**config.mk**
```make
export PLATFORM = sky130hd
export DESIGN_NAME = mx3dn_queue
export DESIGN_NICKNAME = d
export VERILOG_FILES = /design/src/design/mx3dn_queue.sv
export SDC_FILE = /design/constraint.sdc
export NUM_CORES = 1
export LEC_CHECK = 0
export BUFFER_PORTS_ARGS = -buffer_cell sky130_fd_sc_hd__buf_4
export CORE_MARGIN = 3
export CORE_UTILIZATION = 27
export CTS_CLUSTER_SIZE = 28
export DETAILED_ROUTE_END_ITERATION = 16
export PLACE_DENSITY = 0.53
export SLEW_MARGIN = 20
export SYNTH_ARGS = -nofsm -noshare
export SYNTH_HDL_FRONTEND = slang
export SYNTH_SLANG_ARGS = --single-unit
```
**constraint.sdc**
```tcl
create_clock -name clock -period 3.3 [get_ports clock]
set_clock_uncertainty 0.2 [all_clocks]
set_input_delay 0.165 -clock clock [delete_from_list [all_inputs] [get_ports clock]]
set_output_delay 0.165 -clock clock [all_outputs]
set_load 0.1 [all_outputs]
```
**src/design/mx3dn_queue.sv**
```systemverilog
// small first-in first-out queue between front and back end
module mx3dn_queue #(
   parameter int WIDTH = 8,
   parameter int DEPTH = 4
) (
   input  logic             clock,
   input  logic             reset,
   input  logic             push,
   input  logic [WIDTH-1:0] wdata,
   output logic             full,
   input  logic             pop,
   output logic [WIDTH-1:0] rdata,
   output logic             empty
);
   localparam int AW = $clog2(DEPTH);

   logic [WIDTH-1:0] mem_ff [DEPTH];
   logic [AW-1:0]    wr_ff, rd_ff;
   logic [AW:0]      cnt_ff;

   assign full  = (cnt_ff == (AW+1)'(DEPTH));
   assign empty = (cnt_ff == '0);
   assign rdata = mem_ff[rd_ff];

   always_ff @(posedge clock) begin
      if (reset) begin
         wr_ff  <= '0;
         rd_ff  <= '0;
         cnt_ff <= '0;
      end else begin
         if (push) begin
            wr_ff <= (wr_ff == AW'(DEPTH - 1)) ? '0 : wr_ff + AW'(1);
         end
         if (pop) begin
            rd_ff <= (rd_ff == AW'(DEPTH - 1)) ? '0 : rd_ff + AW'(1);
         end
         if (push && !pop) begin
            cnt_ff <= cnt_ff + (AW+1)'(1);
         end else if (pop && !push) begin
            cnt_ff <= cnt_ff - (AW+1)'(1);
         end
      end
   end

   always_ff @(posedge clock) begin
      if (push) begin
         mem_ff[wr_ff] <= wdata;
      end
   end

endmodule

```
After elaboration in Yosys (flattened, before gate mapping)

Memories as Yosys holds them, arrays and structs flattened. A register that Yosys moved wholly into a read port is not among the register bits.
Cells that the tools add are included.

Memory bits (writable): 32
Latch bits: 0
Bits of input ports: 12
Memories kept: 1
Output and inout port bits: 10
Logic and storage cells: 25
Bits in registers: 7
ROM bits: 0

Multiplexer cells: 8
Reduce and logical (&&, ||, !) cells: 6
Shift-type cells: 0
Equal/unequal tests: 3
Div/mod/pow operators: 0
Bitwise logic cells: 0
Add/sub/neg operators: 4
Magnitude comparators: 0
$mul: 0

Memories:

| memory | depth | width | rd ports | clocked after memory_dff | write ports | line | RTL |
|---|---|---|---|---|---|---|---|
| mem_ff | 4     | 8     | 1        | 1                        | 1           | 17   | `logic [WIDTH-1:0] mem_ff [DEPTH];` |

Operators by type and width:

| cell                  | count |
|---|---|
| $mux W2               | 4 |
| $mux W3               | 2 |
| $add A2 B1 Y2 const B | 2 |
| $eq A2 B2 Y1 const B  | 2 |
| $add A3 B1 Y3 const B | 1 |
| $eq A3 B3 Y1 const B  | 1 |
| $logic_not A3 Y1      | 1 |
| $sub A3 B1 Y3 const B | 1 |
| $logic_and A1 B1 Y1   | 2 |
| $logic_not A1 Y1      | 2 |
| $mux W1               | 2 |
| $reduce_bool A2 Y1    | 1 |

Longest topological paths before layout

Word-level depth: 4
Gate-level depth with buffers: 7
Gate-level depth less buffers: 7

Worst setup path before layout

OpenSTA, ideal clock, no wires.

Path type: flip-flop to output port
Start point: register cnt_ff[1]
End point: output port full
Stages on the path, launching flop included: 2
Path slack: 383 ps
Arrival time: 2,552 ps
Buffers on the path: 0
Required time: 2,935 ps
Path through: dfxtp_1 -> nor3b_1

Word-level cells in the longest chain between the ends: 1

Ends and longest elaborated chain:

| item                   | line | RTL |
|---|---|---|
| start, declared        | 19   | `logic [AW:0] cnt_ff;` |
| start signal, assigned | 38   | `cnt_ff <= cnt_ff + (AW+1)'(1);` |
| start signal, assigned | 40   | `cnt_ff <= cnt_ff - (AW+1)'(1);` |
| $eq A3 B3 Y1           | 21   | `assign full = (cnt_ff == (AW+1)'(DEPTH));` |
| end, declared          | 10   | `output logic full,` |

No other way between the ends.

==> impl_results.md <==
* Commonest non-fill, non-tap cell in the layout: edfxtp_1
* Hold depth at 3
* Reg-to-reg startpoint: cnt_ff[0]$_SDFFE_PP0P_
* Worst EP arrival at between 1.5 and 2 ns
* Period utilization at 0.6583
* Final nets at ~140
* Antenna Cells at 0
* Seq pwr share at 0.511
* Vias in the first global route at 898
* Mapped Area at roughly 0.0016 mm2
* Logic pwr share at 0.227
* Outcome: finished clean
* Syn Inst Count at 86
* Hold Crit Class: in -> reg
* LEAKAGE at around 0.00074 uW
* TritonRoute pass-1 iters at 3
* Core area at 0.005608 mm2
* Die area at between 0.006 and 0.007 mm2
* Max Transition Viols Final at 0
* Mean area per synthesized cell at 18.58 um2
* #FFs+latches synth at just over 40
* Final-report hold violation count at 0
* Share of layout cells above drive strength 1 at 0.3008
* DR iter-0 viols at 51
* Peak supply drop at 298.2 uV
* Max-cap viol count at 0
* HPWL Detailed at ~1800 um
* First-pass GRT wire length at between 4000 and 5000 um
* GRT Total Usage at 0.08477
* Ports at 22
* FP Rows at 27
* Register area share after synthesis at 0.7142
* Rel. slew slack at 0.6154
* Post-CTS resize count at 0
* Switching share of power at 0.3177
* Num CTS Buffers at 5
* Gr ovfl total at 0
* Clk_lat worst skew at approximately 0.28 ns
* Final Core Density at 0.3594
* Pint at slightly above 800 uW
* Initial antenna violation count at 0
* Minimum period implied by the final worst setup slack at 2.172 ns
* R2r endpoint: cnt_ff[2]$_SDFFE_PP0P_
* Clk pwr share at 0.261
* Hold endpoint: rd_ff[1]$_SDFFE_PP0P_
* CTS Buffer Depth at 2
* WL final at 2633 um
* Fmax at about 460 MHz
* Min-delay src: pop
* Power Density at around 590 mW/mm2
* WL/cell at about 14 um
* Gpl congestion at between 0.6 and 0.7
* IO Port Bufs at 21
* Chip width at ~83 um
* FF-to-FF setup slack at about 1.6 ns
* RSZ-0062 raised after global routing: no
* Layout Area Growth over Synthesis at 26.15%
* Synth Net Count at 105
* H-tree levels at 2
* CP Launch Type: flop
* Critical path class: reg -> out
* Max FO, Critical Path at 8
* Sink Count at 41
* Clock Tree Root: clkbuf_8
* Commonest cells after routing, fill and taps aside: edfxtp_1, buf_4, dlygate4sd3_1, dfxtp_1, mux4_2
* Final setup fails at 0
* Post-DRT Antenna Nets at 0
* Synth unique cells at 17
* Setup TNS at 0 ns
* Die Y at 82.93 um
* Worst Max-Slew Pin Slew at between 0.5 and 0.6 ns
* CTS tree: built
* Yosys Warn Count at 0
* Psw at approximately 380 uW
* CP Capture Type: output pin
* Vias at 841
* Largest net degree at the start of global routing at 14
* Worst Reg2Reg Path Length in Cells at 4
* Starting density of the core at 0.2849
* Critical Path RT at approximately 2.9 ns
* Via density at 4.313
* Worst-path clk slew at approximately 0.080 ns
* Drt drc at 0
[power by group through the flow]
stage	sequential (uW)	clock (uW)	combinational, uW
6_report	609	311	271
5_1_grt	614	339	287
4_1_cts	610	320	273
3_5_place_dp	622	0	264
3_3_place_gp	620	0	257
2_1_floorplan	610	0	213
[per-layer routing]
| layer | share of wire | GRT usage | vias up | wire length [um] |
|---|---|---|---|---|
| met5 | 0 | 0 | - | 0 |
| met4 | 0.014 | 0.02675 | 0 | 38 |
| met3 | 0.054 | 0.02778 | 5 | 143 |
| met2 | 0.48 | 0.1385 | 23 | 1269 |
| met1 | 0.45 | 0.1064 | 419 | 1181 |
| li1 | - | - | 394 | - |
[worst max-delay path by stage]
stage | end | startpoint | depth (start not counted)
final | rdata[7] | flop | 2
after global routing | rdata[7] | flop | 2
after CTS | rdata[4] | flop | 2
after detailed placement | rdata[4] | flop | 2
after global placement | rdata[4] | flop | 2
after floorplan | full | cnt_ff[1]$_SDFFE_PP0P_ | 1
[synth_stat cells (all sizes together)]
cell type / number / area, um2
a21oi: 2 / 10.01
dfxtp: 9 / 180.2
buf: 1 / 11.26
ha: 6 / 75.07
o21ai: 1 / 5.000
fa: 1 / 20.02
mux4: 8 / 180.2
nor3: 1 / 5.000
nor3b: 2 / 15.01
inv: 4 / 15.01
mux2i: 4 / 40.04
xor2: 2 / 17.52
nor2: 7 / 26.28
edfxtp: 32 / 960.9
and2: 4 / 25.02
clkbuf: 1 / 5.000
or3: 1 / 6.260
[critical path, stage by stage, from the launching register on]
cell and delay [ns]:
dfxtp_1 0.69, mux4_2 0.58, buf_4 0.25
[what timing repair did]
item,4_1_cts,5_1_grt
buffers inserted,0,0
hold buffers,10,0
endpoints found under the hold margin,41,0
[metrics by stage]
stage	hold slack, ns	instance area (um2)	std cells	setup WS [ns]	power (uW)
after floorplan	0.03407	1598	86	0.3829	823.4
after global placement	0.1666	1829	177	1.408	876.9
after detailed placement	0.1685	1829	177	1.399	885.6
after CTS	0.005756	2016	195	1.075	1204
after global routing	0.05959	2016	195	1.010	1241
final	0.004307	2016	195	1.128	1192
[flip-flops by register name, indices dropped and copies added (netlist names), named ones only]
name and count:
cnt_ff 3, mem_ff 32, wr_ff 2, rd_ff 2
[cell families after synthesis]
| family | after synthesis | synth area share |
|---|---|---|
| flip-flops | 41 | 0.7142 |
| AND/OR/NAND/NOR | 15 | 0.04855 |
| multiplexers | 12 | 0.1378 |
| adder cells (fa/ha/maj) | 7 | 0.05951 |
| buffers and inverters | 6 | 0.01957 |
| AO/OA/AOI/OAI | 3 | 0.009394 |
| XOR/XNOR | 2 | 0.01097 |
[layout make-up]
cell class / count / area (um2)
clock inverter: 3 / 17.52
clock buffer: 5 / 68.82
fill: 541 / 3592
timing repair buffer: 31 / 257.7
sequential: 41 / 1141
inverter: 4 / 15.01
tap: 72 / 90.09
multi-input combinational: 39 / 425.4
Note: power is estimated with default switching activity, not from simulation.
